$ cat config.mk
export PLATFORM = sky130hd
export DESIGN_NAME = dns_redirect_nat
export DESIGN_NICKNAME = d
export VERILOG_FILES = /design/src/rtl/core/dnr_pkg.sv /design/src/rtl/core/dns_redirect_nat.sv /design/src/rtl/core/dnr_cfg_regs.sv /design/src/rtl/core/dnr_ring_mem.sv /design/src/rtl/core/dnr_engine.sv
export SDC_FILE = /design/constraint.sdc
export NUM_CORES = 1
export LEC_CHECK = 0
export BUFFER_PORTS_ARGS = -buffer_cell sky130_fd_sc_hd__clkbuf_2
export CORE_AREA = 3 3 295 297
export CTS_CLUSTER_DIAMETER = 30
export DETAILED_ROUTE_END_ITERATION = 7
export DIE_AREA = 0 0 298 300
export GPL_ROUTABILITY_DRIVEN = 0
export SETUP_SLACK_MARGIN = 0.05
export SYNTH_ARGS = -nofsm -noshare
export SYNTH_HDL_FRONTEND = slang
export SYNTH_SLANG_ARGS = --single-unit
export TNS_END_PERCENT = 20
$ cat constraint.sdc
create_clock -name clk -period 10.65 [get_ports clk]
set_clock_uncertainty 0.2 [all_clocks]
set_input_delay 0.5325 -clock clk [delete_from_list [all_inputs] [get_ports clk]]
set_output_delay 0.5325 -clock clk [all_outputs]
set_load 0.005 [all_outputs]
$ cat src/rtl/core/dnr_pkg.sv
// ============================================================================
// dnr_pkg
// Shared types, constants and checksum helpers for the DNS redirect NAT block.
// ============================================================================
package dnr_pkg;

  // Default depth of the query source-port ring.
  localparam int RING_DEPTH_DEF = 16;

  localparam logic [15:0] DNS_PORT  = 16'd53;
  localparam logic [7:0]  PROTO_UDP = 8'd17;

  // Register reset values (10.0.0.1, 8.8.8.8, 8.8.4.4, 208.67.222.222,
  // 208.67.220.220).
  localparam logic [31:0] LOCAL_ADDR_RST = 32'h0A00_0001;
  localparam logic [31:0] UP_A_RST       = 32'h0808_0808;
  localparam logic [31:0] UP_B_RST       = 32'h0808_0404;
  localparam logic [31:0] UP_C_RST       = 32'hD043_DEDE;
  localparam logic [31:0] UP_D_RST       = 32'hD043_DCDC;

  // Configuration register indexes.
  localparam int CFG_IDX_W = 3;
  localparam logic [CFG_IDX_W-1:0] REG_LOCAL_ADDR = 3'd0;
  localparam logic [CFG_IDX_W-1:0] REG_UP_A       = 3'd1;
  localparam logic [CFG_IDX_W-1:0] REG_UP_B       = 3'd2;
  localparam logic [CFG_IDX_W-1:0] REG_UP_C       = 3'd3;
  localparam logic [CFG_IDX_W-1:0] REG_UP_D       = 3'd4;

  // Action codes of a result item.
  localparam logic [1:0] ACT_NONE  = 2'd0;
  localparam logic [1:0] ACT_REPLY = 2'd1;
  localparam logic [1:0] ACT_QUERY = 2'd2;

  typedef enum logic [1:0] {
    ST_IDLE,
    ST_SCAN,
    ST_DRAIN,
    ST_FINISH
  } state_t;

  typedef struct packed {
    logic [31:0]       local_addr;
    logic [3:0][31:0]  upstream;
  } dnr_cfg_t;

  // Ones-complement fold of a sum of up to eight 16-bit terms.
  function automatic logic [15:0] csum_fold(input logic [18:0] s);
    logic [16:0] t;
    logic [16:0] u;
    t = 17'(s[15:0]) + 17'(s[18:16]);
    u = 17'(t[15:0]) + 17'(t[16]);
    return u[15:0];
  endfunction

  // Incremental checksum update for a 32-bit field that changes from old_v
  // to new_v (HC' = ~(~HC + ~m + m')).
  function automatic logic [15:0] csum_replace32(input logic [15:0] hc,
                                                 input logic [31:0] old_v,
                                                 input logic [31:0] new_v);
    logic [15:0] nhc;
    logic [15:0] nold_hi;
    logic [15:0] nold_lo;
    logic [18:0] s;
    nhc     = ~hc;
    nold_hi = ~old_v[31:16];
    nold_lo = ~old_v[15:0];
    s = 19'(nhc) + 19'(nold_hi) + 19'(nold_lo) + 19'(new_v[31:16]) + 19'(new_v[15:0]);
    return ~csum_fold(s);
  endfunction

  // Folded UDP pseudo-header sum (not complemented).
  function automatic logic [15:0] udp_seed(input logic [31:0] saddr,
                                           input logic [31:0] daddr,
                                           input logic [15:0] ulen);
    logic [18:0] s;
    s = 19'(saddr[31:16]) + 19'(saddr[15:0]) + 19'(daddr[31:16]) + 19'(daddr[15:0])
      + 19'(PROTO_UDP) + 19'(ulen);
    return csum_fold(s);
  endfunction

endpackage

$ cat src/rtl/core/dns_redirect_nat.sv
// ============================================================================
// dns_redirect_nat
// UDP DNS NAT with round-robin redirection of queries to four upstreams.
// ============================================================================
// Each input item summarizes one IPv4 header. A leaving UDP query to port 53
// at the local resolver address goes to the next upstream server in turn, with
// a patched checksum and the UDP pseudo-header sum, and its source port enters
// a ring. An arriving UDP packet from port 53 whose destination port is in the
// ring gets the local address as its source; the reply count rises once per
// matching entry. Every item gives one result item. Channels: in_valid/in_stall
// and out_valid/out_stall move an item on an edge with valid high and stall
// low. The user must make cfg_valid/cfg_ready (always ready) writes only
// while idle; the block does not enforce it. An item that needs no ring
// lookup goes from IDLE to FINISH and enters the output register once it is
// free; it can leave when the next item is taken. A DNS reply sweeps the ring
// through its one read port, an entry a cycle, in SCAN before DRAIN. A new
// item is taken while the last result waits; an output stall holds only the
// finished item. Reset clears the ring valid flags, indexes and reply counter
// and loads the register defaults; no clearing pass is needed.
// ============================================================================
module dns_redirect_nat #(
  parameter int RING_DEPTH = dnr_pkg::RING_DEPTH_DEF
) (
  input  logic                          clk,
  input  logic                          rst_n,
  input  logic                          cfg_valid,
  output logic                          cfg_ready,
  input  logic [dnr_pkg::CFG_IDX_W-1:0] cfg_index,
  input  logic [31:0]                   cfg_data,
  input  logic                          in_valid,
  output logic                          in_stall,
  input  logic                          in_op,
  input  logic [7:0]                    in_protocol,
  input  logic [3:0]                    in_header_words,
  input  logic [15:0]                   in_packet_length,
  input  logic [31:0]                   in_src_addr,
  input  logic [31:0]                   in_dst_addr,
  input  logic [15:0]                   in_src_port,
  input  logic [15:0]                   in_dst_port,
  input  logic [15:0]                   in_ip_checksum,
  output logic                          out_valid,
  input  logic                          out_stall,
  output logic [1:0]                    out_action,
  output logic [31:0]                   out_new_src_addr,
  output logic [31:0]                   out_new_dst_addr,
  output logic [15:0]                   out_new_ip_checksum,
  output logic [15:0]                   out_udp_check_seed,
  output logic [31:0]                   out_reply_count
);

  // Ring index width; a one-entry ring still uses a one-bit index.
  localparam int IDX_W = (RING_DEPTH > 1) ? $clog2(RING_DEPTH) : 1;
  localparam int HIT_W = $clog2(RING_DEPTH + 1);

  dnr_pkg::dnr_cfg_t cfg;

  logic             mem_wr_en;
  logic [IDX_W-1:0] mem_wr_addr;
  logic [15:0]      mem_wr_data;
  logic             mem_rd_en;
  logic [IDX_W-1:0] mem_rd_addr;
  logic [15:0]      mem_rd_data;
  logic             mem_rd_vld;

  dnr_cfg_regs u_cfg (
    .clk       (clk),
    .rst_n     (rst_n),
    .cfg_valid (cfg_valid),
    .cfg_ready (cfg_ready),
    .cfg_index (cfg_index),
    .cfg_data  (cfg_data),
    .cfg       (cfg)
  );

  // The ring is written only when a query finishes and read only during a
  // reply sweep; the two never overlap, so no forwarding is required.
  dnr_ring_mem #(
    .RING_DEPTH (RING_DEPTH),
    .IDX_W      (IDX_W)
  ) u_ring (
    .clk     (clk),
    .rst_n   (rst_n),
    .wr_en   (mem_wr_en),
    .wr_addr (mem_wr_addr),
    .wr_data (mem_wr_data),
    .rd_en   (mem_rd_en),
    .rd_addr (mem_rd_addr),
    .rd_data (mem_rd_data),
    .rd_vld  (mem_rd_vld)
  );

  dnr_engine #(
    .RING_DEPTH (RING_DEPTH),
    .IDX_W      (IDX_W),
    .HIT_W      (HIT_W)
  ) u_engine (
    .clk                 (clk),
    .rst_n               (rst_n),
    .cfg                 (cfg),
    .in_valid            (in_valid),
    .in_stall            (in_stall),
    .in_op               (in_op),
    .in_protocol         (in_protocol),
    .in_header_words     (in_header_words),
    .in_packet_length    (in_packet_length),
    .in_src_addr         (in_src_addr),
    .in_dst_addr         (in_dst_addr),
    .in_src_port         (in_src_port),
    .in_dst_port         (in_dst_port),
    .in_ip_checksum      (in_ip_checksum),
    .out_valid           (out_valid),
    .out_stall           (out_stall),
    .out_action          (out_action),
    .out_new_src_addr    (out_new_src_addr),
    .out_new_dst_addr    (out_new_dst_addr),
    .out_new_ip_checksum (out_new_ip_checksum),
    .out_udp_check_seed  (out_udp_check_seed),
    .out_reply_count     (out_reply_count),
    .mem_wr_en           (mem_wr_en),
    .mem_wr_addr         (mem_wr_addr),
    .mem_wr_data         (mem_wr_data),
    .mem_rd_en           (mem_rd_en),
    .mem_rd_addr         (mem_rd_addr),
    .mem_rd_data         (mem_rd_data),
    .mem_rd_vld          (mem_rd_vld)
  );

endmodule

$ cat src/rtl/core/dnr_cfg_regs.sv
// ============================================================================
// dnr_cfg_regs
// Configuration register file: local resolver and four upstream addresses.
// ============================================================================
module dnr_cfg_regs (
  input  logic                          clk,
  input  logic                          rst_n,
  input  logic                          cfg_valid,
  output logic                          cfg_ready,
  input  logic [dnr_pkg::CFG_IDX_W-1:0] cfg_index,
  input  logic [31:0]                   cfg_data,
  output dnr_pkg::dnr_cfg_t             cfg
);

  dnr_pkg::dnr_cfg_t cfg_r;

  // Writes are taken at once, so the port never holds off.
  assign cfg_ready = 1'b1;
  assign cfg       = cfg_r;

  always_ff @(posedge clk) begin
    if (!rst_n) begin
      cfg_r.local_addr  <= dnr_pkg::LOCAL_ADDR_RST;
      cfg_r.upstream[0] <= dnr_pkg::UP_A_RST;
      cfg_r.upstream[1] <= dnr_pkg::UP_B_RST;
      cfg_r.upstream[2] <= dnr_pkg::UP_C_RST;
      cfg_r.upstream[3] <= dnr_pkg::UP_D_RST;
    end else if (cfg_valid) begin
      case (cfg_index)
        dnr_pkg::REG_LOCAL_ADDR: cfg_r.local_addr  <= cfg_data;
        dnr_pkg::REG_UP_A:       cfg_r.upstream[0] <= cfg_data;
        dnr_pkg::REG_UP_B:       cfg_r.upstream[1] <= cfg_data;
        dnr_pkg::REG_UP_C:       cfg_r.upstream[2] <= cfg_data;
        dnr_pkg::REG_UP_D:       cfg_r.upstream[3] <= cfg_data;
        default: begin
        end
      endcase
    end
  end

endmodule

$ cat src/rtl/core/dnr_ring_mem.sv
// ============================================================================
// dnr_ring_mem
// Port ring storage: one write port, one registered read port, valid bits.
// ============================================================================
module dnr_ring_mem #(
  parameter int RING_DEPTH = dnr_pkg::RING_DEPTH_DEF,
  parameter int IDX_W      = (RING_DEPTH > 1) ? $clog2(RING_DEPTH) : 1
) (
  input  logic             clk,
  input  logic             rst_n,
  input  logic             wr_en,
  input  logic [IDX_W-1:0] wr_addr,
  input  logic [15:0]      wr_data,
  input  logic             rd_en,
  input  logic [IDX_W-1:0] rd_addr,
  output logic [15:0]      rd_data,
  output logic             rd_vld
);

  logic [15:0]           ring_mem [RING_DEPTH];
  logic [RING_DEPTH-1:0] vld_r;
  logic [15:0]           rd_data_r;
  logic                  rd_vld_r;

  assign rd_data = rd_data_r;
  assign rd_vld  = rd_vld_r;

  always_ff @(posedge clk) begin
    if (wr_en) begin
      ring_mem[wr_addr] <= wr_data;
    end
    if (rd_en) begin
      rd_data_r <= ring_mem[rd_addr];
    end
  end

  // Entries never written since reset must not match, so each has a flag.
  always_ff @(posedge clk) begin
    if (!rst_n) begin
      vld_r    <= '0;
      rd_vld_r <= 1'b0;
    end else begin
      if (wr_en) begin
        vld_r[wr_addr] <= 1'b1;
      end
      if (rd_en) begin
        rd_vld_r <= vld_r[rd_addr];
      end
    end
  end

endmodule

$ cat src/rtl/core/dnr_engine.sv
// ============================================================================
// dnr_engine
// Classifies each item, sweeps the port ring for replies, builds the result.
// ============================================================================
module dnr_engine #(
  parameter int RING_DEPTH = dnr_pkg::RING_DEPTH_DEF,
  parameter int IDX_W      = (RING_DEPTH > 1) ? $clog2(RING_DEPTH) : 1,
  parameter int HIT_W      = $clog2(RING_DEPTH + 1)
) (
  input  logic                    clk,
  input  logic                    rst_n,
  input  dnr_pkg::dnr_cfg_t       cfg,
  input  logic                    in_valid,
  output logic                    in_stall,
  input  logic                    in_op,
  input  logic [7:0]              in_protocol,
  input  logic [3:0]              in_header_words,
  input  logic [15:0]             in_packet_length,
  input  logic [31:0]             in_src_addr,
  input  logic [31:0]             in_dst_addr,
  input  logic [15:0]             in_src_port,
  input  logic [15:0]             in_dst_port,
  input  logic [15:0]             in_ip_checksum,
  output logic                    out_valid,
  input  logic                    out_stall,
  output logic [1:0]              out_action,
  output logic [31:0]             out_new_src_addr,
  output logic [31:0]             out_new_dst_addr,
  output logic [15:0]             out_new_ip_checksum,
  output logic [15:0]             out_udp_check_seed,
  output logic [31:0]             out_reply_count,
  output logic                    mem_wr_en,
  output logic [IDX_W-1:0]        mem_wr_addr,
  output logic [15:0]             mem_wr_data,
  output logic                    mem_rd_en,
  output logic [IDX_W-1:0]        mem_rd_addr,
  input  logic [15:0]             mem_rd_data,
  input  logic                    mem_rd_vld
);

  dnr_pkg::state_t state_r, state_nxt;

  // Item held while it is worked on.
  logic        query_r, rcand_r;
  logic [31:0] saddr_r, daddr_r;
  logic [15:0] sport_r, dport_r, hc_r, ulen_r;

  // Control state.
  logic [IDX_W-1:0] scan_idx_r;
  logic             cmp_v_r;
  logic [HIT_W-1:0] hits_r;
  logic [IDX_W-1:0] wr_idx_r;
  logic [1:0]       rr_r;
  logic [31:0]      reply_cnt_r, reply_cnt_nxt;

  // Output register.
  logic        out_valid_r;
  logic [1:0]  action_r;
  logic [31:0] nsrc_r, ndst_r;
  logic [15:0] nhc_r, seed_r;

  logic accept, out_free, scan_last, done, hit;
  logic is_query_in, is_rcand_in;

  logic        reply_hit;
  logic [31:0] ups_sel, old_addr, new_addr;
  logic [1:0]  act_nxt;
  logic [31:0] nsrc_nxt, ndst_nxt;
  logic [15:0] nhc_nxt, seed_nxt;

  assign accept    = in_valid && !in_stall;
  assign out_free  = !out_valid_r || !out_stall;
  assign scan_last = (scan_idx_r == IDX_W'(RING_DEPTH - 1));
  assign hit       = cmp_v_r && mem_rd_vld && (mem_rd_data == dport_r);

  assign is_query_in = in_op && (in_protocol == dnr_pkg::PROTO_UDP)
                    && (in_dst_port == dnr_pkg::DNS_PORT)
                    && (in_dst_addr == cfg.local_addr);
  assign is_rcand_in = !in_op && (in_protocol == dnr_pkg::PROTO_UDP)
                    && (in_src_port == dnr_pkg::DNS_PORT);

  // Next state.
  always_comb begin
    state_nxt = state_r;
    case (state_r)
      dnr_pkg::ST_IDLE: begin
        if (accept) begin
          state_nxt = is_rcand_in ? dnr_pkg::ST_SCAN : dnr_pkg::ST_FINISH;
        end
      end
      dnr_pkg::ST_SCAN: begin
        if (scan_last) begin
          state_nxt = dnr_pkg::ST_DRAIN;
        end
      end
      dnr_pkg::ST_DRAIN: begin
        state_nxt = dnr_pkg::ST_FINISH;
      end
      dnr_pkg::ST_FINISH: begin
        if (out_free) begin
          state_nxt = dnr_pkg::ST_IDLE;
        end
      end
      default: begin
        state_nxt = dnr_pkg::ST_IDLE;
      end
    endcase
  end

  // State outputs.
  always_comb begin
    in_stall  = 1'b1;
    mem_rd_en = 1'b0;
    done      = 1'b0;
    case (state_r)
      dnr_pkg::ST_IDLE:   in_stall  = 1'b0;
      dnr_pkg::ST_SCAN:   mem_rd_en = 1'b1;
      dnr_pkg::ST_DRAIN:  done      = 1'b0;
      dnr_pkg::ST_FINISH: done      = out_free;
      default:            in_stall  = 1'b1;
    endcase
  end

  assign mem_rd_addr = scan_idx_r;
  assign mem_wr_en   = done && query_r;
  assign mem_wr_addr = wr_idx_r;
  assign mem_wr_data = sport_r;

  // Result of the held item.
  assign reply_hit = rcand_r && (hits_r != '0);
  assign ups_sel   = cfg.upstream[rr_r];
  assign old_addr  = query_r ? daddr_r : saddr_r;
  assign new_addr  = query_r ? ups_sel : cfg.local_addr;

  always_comb begin
    act_nxt  = dnr_pkg::ACT_NONE;
    nsrc_nxt = saddr_r;
    ndst_nxt = daddr_r;
    nhc_nxt  = hc_r;
    seed_nxt = '0;
    if (query_r) begin
      act_nxt  = dnr_pkg::ACT_QUERY;
      ndst_nxt = ups_sel;
      nhc_nxt  = dnr_pkg::csum_replace32(hc_r, old_addr, new_addr);
      seed_nxt = dnr_pkg::udp_seed(saddr_r, ups_sel, ulen_r);
    end else if (reply_hit) begin
      act_nxt  = dnr_pkg::ACT_REPLY;
      nsrc_nxt = cfg.local_addr;
      nhc_nxt  = dnr_pkg::csum_replace32(hc_r, old_addr, new_addr);
    end
  end

  // hits_r stays zero for every item that is not swept.
  assign reply_cnt_nxt = reply_cnt_r + 32'(hits_r);

  always_ff @(posedge clk) begin
    if (!rst_n) begin
      state_r     <= dnr_pkg::ST_IDLE;
      scan_idx_r  <= '0;
      cmp_v_r     <= 1'b0;
      hits_r      <= '0;
      wr_idx_r    <= '0;
      rr_r        <= '0;
      reply_cnt_r <= '0;
      out_valid_r <= 1'b0;
    end else begin
      state_r <= state_nxt;
      cmp_v_r <= mem_rd_en;
      if (accept) begin
        scan_idx_r <= '0;
        hits_r     <= '0;
      end else begin
        if (mem_rd_en && !scan_last) begin
          scan_idx_r <= scan_idx_r + 1'b1;
        end
        if (hit) begin
          hits_r <= hits_r + 1'b1;
        end
      end
      if (done) begin
        out_valid_r <= 1'b1;
        reply_cnt_r <= reply_cnt_nxt;
        if (query_r) begin
          rr_r     <= rr_r + 2'd1;
          wr_idx_r <= (wr_idx_r == IDX_W'(RING_DEPTH - 1)) ? '0 : wr_idx_r + 1'b1;
        end
      end else if (out_valid_r && !out_stall) begin
        out_valid_r <= 1'b0;
      end
    end
  end

  always_ff @(posedge clk) begin
    if (accept) begin
      query_r <= is_query_in;
      rcand_r <= is_rcand_in;
      saddr_r <= in_src_addr;
      daddr_r <= in_dst_addr;
      sport_r <= in_src_port;
      dport_r <= in_dst_port;
      hc_r    <= in_ip_checksum;
      ulen_r  <= in_packet_length - {10'd0, in_header_words, 2'b00};
    end
    if (done) begin
      action_r <= act_nxt;
      nsrc_r   <= nsrc_nxt;
      ndst_r   <= ndst_nxt;
      nhc_r    <= nhc_nxt;
      seed_r   <= seed_nxt;
    end
  end

  assign out_valid           = out_valid_r;
  assign out_action          = action_r;
  assign out_new_src_addr    = nsrc_r;
  assign out_new_dst_addr    = ndst_r;
  assign out_new_ip_checksum = nhc_r;
  assign out_udp_check_seed  = seed_r;
  assign out_reply_count     = reply_cnt_r;

endmodule

==> results_dict.tcl, run 1 <==
set metrics [dict create \
    run_status "complete, no violations" \
    tritoncts "yes" \
    postLayoutSetupSlackWorst_ns 0.624 \
    cts.reportedPaths.clkPinSlew_ns 0.04 \
    maxSlewHeadroom_pct 24.7 \
    mappedNetlistArea_sq_um 35600 \
    place_worst_setup_slack_ns 0.586 \
    grt_pass1_wl_um 163000 \
    clock_insertion_delay_worst_skew_ns 0.75 \
    setup-tns-final_ns 0 \
    placement_rows 107 \
    avgViaCountPerCell 5.42 \
    slowest_stage "or4b_4" \
    postRouteAntennaNets 0 \
    critical_path.reg2reg.startpoint "u_engine.query_r$_DFFE_PP_" \
    crit_path_frequent_cell "ha_1" \
    crit_path_end_kind "register" \
    fin_worst_hold_slack_ns 0.0517 \
    mostFrequentLayoutCell "edfxtp_1" \
    largest_net_degree_at_the_start_of_global_routing 114 \
    io_buffer_count 312 \
    reg_to_reg_end "u_engine.out_new_ip_checksum[14]$_DFFE_PP_" \
    critical_path_class "register to register" \
    final_hold_viol_count 0 \
    timing.critical_path.required_ns 10.87 \
    post_dp_hpwl_um 74900 \
    worst_pin_slew_ns 1.13 \
    route.final.wire_length_um 109000 \
    final_period_minus_worst_setup_slack_ns 10.03 \
    sequential_cell_area_fraction_in_the_yosys_report_pct 55.1 \
    period_share_pct 94.1 \
    max_freq_ghz 0.0997 \
    cellPowerDensity_nw_per_um2 342 \
    max-cap-violations 0 \
    detailed_place.area_sq_um 38500 \
    cpPeakStageDelay_ns 0.58 \
    finalInstanceArea_sq_um 45800 \
    buffers_from_clock_root_to_sink_at_most 3 \
    grt_setup_unrepaired "no" \
    critical_path.startpoint_type "register" \
    antenna_found_initial 11 \
    synth_seq_cells 728 \
    grt_remaining_overflow 0 \
    postSynthNetCount 3161 \
    hold_path.class "input pin to register" \
    crit_path_max_fanout 9 \
    worst-endpoint-arrival_ns 10.25 \
    route.vias.total 25100 \
    netlist_instances 2792 \
    die-area_sq_um 89400 \
    dr.pass1.iters 5 \
    synthesis.area_per_instance_sq_um 12.7 \
    post_synth_num_cell_types 97 \
    track_usage_pct 24.4 \
    worstHoldPathCells 4 \
    peak_vdd_ir_mv 0.372 \
    drive_above_1_share_pct 24.9 \
    first_global_vias 26000 \
    regToRegSetupSlack_ns 0.62 \
    yosys_warnings 0 \
    fp.coreArea_sq_um 84900 \
    wire_length_per_cell_um 23.6 \
    clock-sinks 728 \
    die_h_um 300 \
    drc_errors 0 \
    final_cell_mix "500 x edfxtp_1, 411 x nand2_1, 311 x clkbuf_2" \
    power.static_leakage_nw 17.4 \
    htree_num_levels 4 \
    cts_root_buffer "clkbuf_16" \
    worstHoldStart "in_packet_length[2]" \
    cts_made_buffers 159 \
    startpoint "u_engine.query_r$_DFFE_PP_" \
    final-max-slew-violation-count 0 \
    pin_count 314 \
    net_count_final 3721 \
    ys.flop_type "edfxtp_1" \
    worstHoldEndpoint "u_engine.ulen_r[2]$_DFFE_PP_" \
    worst-r2r-cell-count 40 \
    asyncSetResetFlopFracSynth_pct 0 \
    drt_iter0_markers 2139 \
    synth-edff-count 500 \
    area_growth_pct 28.7 \
    die_w_um 298 \
    finalSetupViolations 0 \
    initial_utilization_pct 41.9 \
]
worst max path at each step:
stage,to,cells past startpoint,slack [ns]
floorplan,u_engine.out_new_ip_checksum[15]$_DFFE_PP_,44,0.73
global placement,u_engine.out_new_ip_checksum[15]$_DFFE_PP_,40,0.75
detailed placement,u_engine.out_new_ip_checksum[14]$_DFFE_PP_,39,0.59
CTS,u_engine.out_new_ip_checksum[14]$_DFFE_PP_,39,0.51
global route,u_engine.out_new_ip_checksum[15]$_DFFE_PP_,41,0.06
finish,u_engine.out_new_ip_checksum[14]$_DFFE_PP_,40,0.62
metrics by stage:
step / power [mW] / util, % / std cells
2_1_floorplan: 8.98 / - / 2792
4_1_cts: 15.7 / 53.9 / 4628
6_report: 15.7 / 53.9 / 4638
3_5_place_dp: 10.6 / 45.4 / 4170
3_3_place_gp: 10.5 / 45.4 / 4170
5_1_grt: 16.6 / 53.9 / 4635
what timing repair did:
item | 4_1_cts | 5_1_grt
hold buffers | 161 | 0
gates resized for setup | 0 | 3
setup endpoints to repair | 0 | 9
hold endpoints to repair | 285 | 0
buffers inserted | 0 | 4
Yosys cell counts, drive strengths merged, types with 16 or more instances:
library cell  count  area [sq um]
or3              16           105
nand2           411          1540
inv             175           657
a21oi            45           229
mux2             66           743
and2             47           294
o21ai            74           370
nor2b            26           163
nand2b           20           125
dfxtp           228          4560
a21o             23           174
nor2             75           284
nor3             32           170
o21a             27           204
nand3            76           385
xor2             54           473
a21boi          126           950
nand4            21           153
ha              118          1480
fa               70          1400
mux4            117          2640
xnor2           126          1130
edfxtp          500         15000
mux2i            54           541
clkbuf          103           387
report_power, final:
group / total, mW / switching, mW / internal [mW] / leakage, nW
sequential: 3.67 / 0.218 / 3.46 / 6.42
clock: 4.96 / 1.67 / 3.29 / 2.66
combinational: 7.04 / 4.11 / 2.93 / 8.32
metal layers:
metal	vias up	wire length [um]	track usage, %
met2	1121	53200	40.4
met5	-	7	0
met1	12600	44300	31.6
li1	11300	-	-
met3	164	8800	5.43
met4	2	2950	8.64
flip-flops by register name (all words and copies together) (netlist names), 2 cells and up:
name,count
u_cfg.cfg,160
u_engine.daddr_r,32
u_engine.dport_r,16
u_engine.hc_r,16
u_engine.hits_r,5
u_engine.mem_rd_addr,4
u_engine.mem_wr_addr,4
u_engine.mem_wr_data,16
u_engine.out_action,2
u_engine.out_new_dst_addr,32
u_engine.out_new_ip_checksum,16
u_engine.out_new_src_addr,32
u_engine.out_reply_count,32
u_engine.out_udp_check_seed,16
u_engine.rr_r,2
u_engine.saddr_r,32
u_engine.state_r,2
u_engine.ulen_r,16
u_ring.rd_data,16
u_ring.ring_mem,256
u_ring.vld_r,16
kinds of logic (layout without fill, tap and decap cells):
kind of cell | Yosys count | in the layout | share of synthesized area [%]
DFF | 728 | 728 | 55.1
AOI/OAI and AO/OA | 372 | 372 | 7.55
xor gates and xnor gates | 180 | 180 | 4.50
muxes | 237 | 237 | 11.0
and+or+nand+nor | 795 | 795 | 10.7
adders and majority gates | 188 | 188 | 8.09
other | 1 | 7 | 0.0105
buffers and inverters | 291 | 987 | 3.09
critical path: cells and delay by family, from the launching register on:
family / cells / cell delay (ns)
simple gates: 11 / 2.59
flops: 1 / 0.52
fa+ha+maj: 9 / 3.06
mux: 1 / 0.17
xor+xnor: 3 / 0.46
compound gates: 13 / 2.41
buf+inv: 3 / 0.32
cell type report:
cell class / count / area [sq um]
tap: 1144 / 1430
sequential: 728 / 19600
fill: 7014 / 39100
timing repair buffer: 515 / 3490
inverter: 175 / 657
clock inverter: 93 / 1240
antenna: 6 / 15.0
clock buffer: 204 / 4320
multi-input combinational: 1773 / 15000
(Power assumes the default switching activity.)
==> run 2: changes to the inputs <==
CTS_BUF_LIST = sky130_fd_sc_hd__clkbuf_4   (was unset)
clock period = 12 ns   (was 10.65 ns; I/O delays follow)
==> results_dict.tcl, run 2 (synthesized netlist as in run 1, its figures left out) <==
set metrics [dict create \
    grt_setup_unrepaired "no" \
    peak_vdd_ir_mv 0.282 \
    utilization_after_layout_pct 51.6 \
    drc_errors 0 \
    final_cell_mix "500 x edfxtp_1, 411 x nand2_1, 311 x clkbuf_2" \
    run_status "complete, no violations" \
    dp.cells 4167 \
    detailed_place.area_sq_um 38500 \
    clock-sinks 728 \
    initial_utilization_pct 41.9 \
    cts.reportedPaths.clkPinSlew_ns 0.07 \
    crit_path_end_kind "register" \
    drive_above_1_share_pct 25.2 \
    regToRegSetupSlack_ns 1.74 \
    power.static_leakage_nw 16.7 \
    maxSlewHeadroom_pct 25.6 \
    largest_register_ff_count 256 \
    largest_net_degree_at_the_start_of_global_routing 119 \
    postLayoutSetupSlackWorst_ns 1.74 \
    htree_num_levels 4 \
    period_share_pct 85.5 \
    route.vias.total 25600 \
    final.fill_count 7320 \
    fin_worst_hold_slack_ns 0.0943 \
    dr.pass1.iters 8 \
    cellPowerDensity_nw_per_um2 268 \
    postCtsHoldBufs 264 \
    hold_path.class "input pin to register" \
    track_usage_pct 24.1 \
    antenna_found_initial 13 \
    grt_use_met2_pct 39.5 \
    use_met1_pct 31.0 \
    first_global_vias 26100 \
    cpPeakStageDelay_ns 0.60 \
    drt_iter0_markers 2186 \
    route.final.wire_length_um 108000 \
    registers.top_by_ff_count "u_ring.ring_mem" \
    area_growth_pct 23.2 \
    place_worst_setup_slack_ns 1.80 \
    final_hold_viol_count 0 \
    pin_count 314 \
    post_dp_hpwl_um 74700 \
    postRouteAntennaNets 0 \
    worst_setup_path_endpoint "u_engine.out_new_ip_checksum[14]$_DFFE_PP_" \
    total_power_mw 11.7 \
    finalSetupViolations 0 \
    finalInstanceArea_sq_um 43800 \
    cts_root_buffer "clkbuf_4" \
    crit_path_max_fanout 49 \
    slowest_stage "buf_4" \
    buffers_from_clock_root_to_sink_at_most 3 \
    die-area_sq_um 89400 \
    cts_post_setup_buffers_inserted 0 \
    die_w_um 298 \
    die_h_um 300 \
    fp.coreArea_sq_um 84900 \
    worst-r2r-cell-count 38 \
    max_freq_ghz 0.0974 \
    avgViaCountPerCell 5.35 \
    max-cap-violations 0 \
    cts-resized-gates 0 \
    reg_to_reg_end "u_engine.out_new_ip_checksum[14]$_DFFE_PP_" \
    final_period_minus_worst_setup_slack_ns 10.26 \
    worst-endpoint-arrival_ns 10.88 \
    critical_path_class "register to register" \
    net_count_final 3856 \
    crit_path_frequent_cell "ha_1" \
    setup-tns-final_ns 0 \
    critical_path.reg2reg.startpoint "u_engine.query_r$_DFFE_PP_" \
    placement_rows 107 \
    busiest_layer "met2" \
    critical_path.startpoint_type "register" \
    startpoint "u_engine.query_r$_DFFE_PP_" \
    clock_insertion_delay_worst_skew_ns 1.13 \
    io_buffer_count 312 \
    tritoncts "yes" \
    final-max-slew-violation-count 0 \
    cts_made_buffers 198 \
    worst_pin_slew_ns 1.12 \
    wire_length_per_cell_um 22.6 \
    post_layout_nonfiller_instances 4798 \
    timing.critical_path.required_ns 12.62 \
    grt_remaining_overflow 0 \
    mostFrequentLayoutCell "edfxtp_1" \
    grtUsageMet3_pct 5.43 \
    grt_pass1_wl_um 161000 \
]
-- run 2: cell count changes in the layout (fill, tap and decap cells not counted), moves of 11 or more --
cell           before  now
clkbuf_4            0  284
clkbuf_16         161    0
dlygate4sd3_1     161  263
clkbuf_1           30    0
clkinv_1            9   37
bufinv_16          16    2
clkinv_4           14    0
clkbuf_8           13    0
clkinvlp_4         13    2
-- run 2: worst min-delay path by stage --
stage	startpoint	to	cells after the start
after CTS	in_src_port[14]	u_engine.mem_wr_data[14]$_DFFE_PP_	2
final	in_src_addr[4]	u_engine.saddr_r[4]$_DFFE_PP_	2
after global routing	in_src_port[14]	u_engine.mem_wr_data[14]$_DFFE_PP_	2
after global placement	u_ring.vld_r[9]$_SDFFE_PN0P_	u_ring.vld_r[9]$_SDFFE_PN0P_	1
after detailed placement	u_ring.vld_r[6]$_SDFFE_PN0P_	u_ring.vld_r[6]$_SDFFE_PN0P_	1
after floorplan	u_engine.query_r$_DFFE_PP_	u_engine.out_action[1]$_SDFFCE_PP1P_	0
-- run 2: worst max-delay path, delay by kind of cell, from the launching register on --
kind / cells / cell delay, ns
fa+ha+maj: 8 / 2.69
flops: 1 / 0.52
xor+xnor: 3 / 0.47
simple gates: 11 / 2.53
buf+inv: 4 / 0.93
mux: 1 / 0.26
compound gates: 11 / 2.33
-- run 2: power breakdown --
group / total (mW) / switching (mW) / internal (mW)
combinational: 6.22 / 3.63 / 2.60
clock: 2.25 / 1.10 / 1.15
sequential: 3.25 / 0.189 / 3.06
-- run 2: per-layer routing --
| metal | share of wire, % | vias up | wire length [um] |
|---|---|---|---|
| li1 | - | 11600 | - |
| met1 | 41 | 12800 | 44200 |
| met2 | 48 | 1069 | 51600 |
| met3 | 8.0 | 202 | 8660 |
| met4 | 3.6 | 2 | 3920 |
| met5 | 0.012 | - | 13 |
-- run 2: area by class of cell --
class,count,area (sq um),area share (%)
Inverter,175,657,1.50
Multi-Input combinational cell,1773,15000,34.3
Clock buffer,284,2130,4.87
Sequential cell,728,19600,44.7
Antenna cell,15,37.5,0.0857
Clock inverter,68,457,1.04
Timing Repair Buffer,611,4480,10.2
Tap cell,1144,1430,3.27
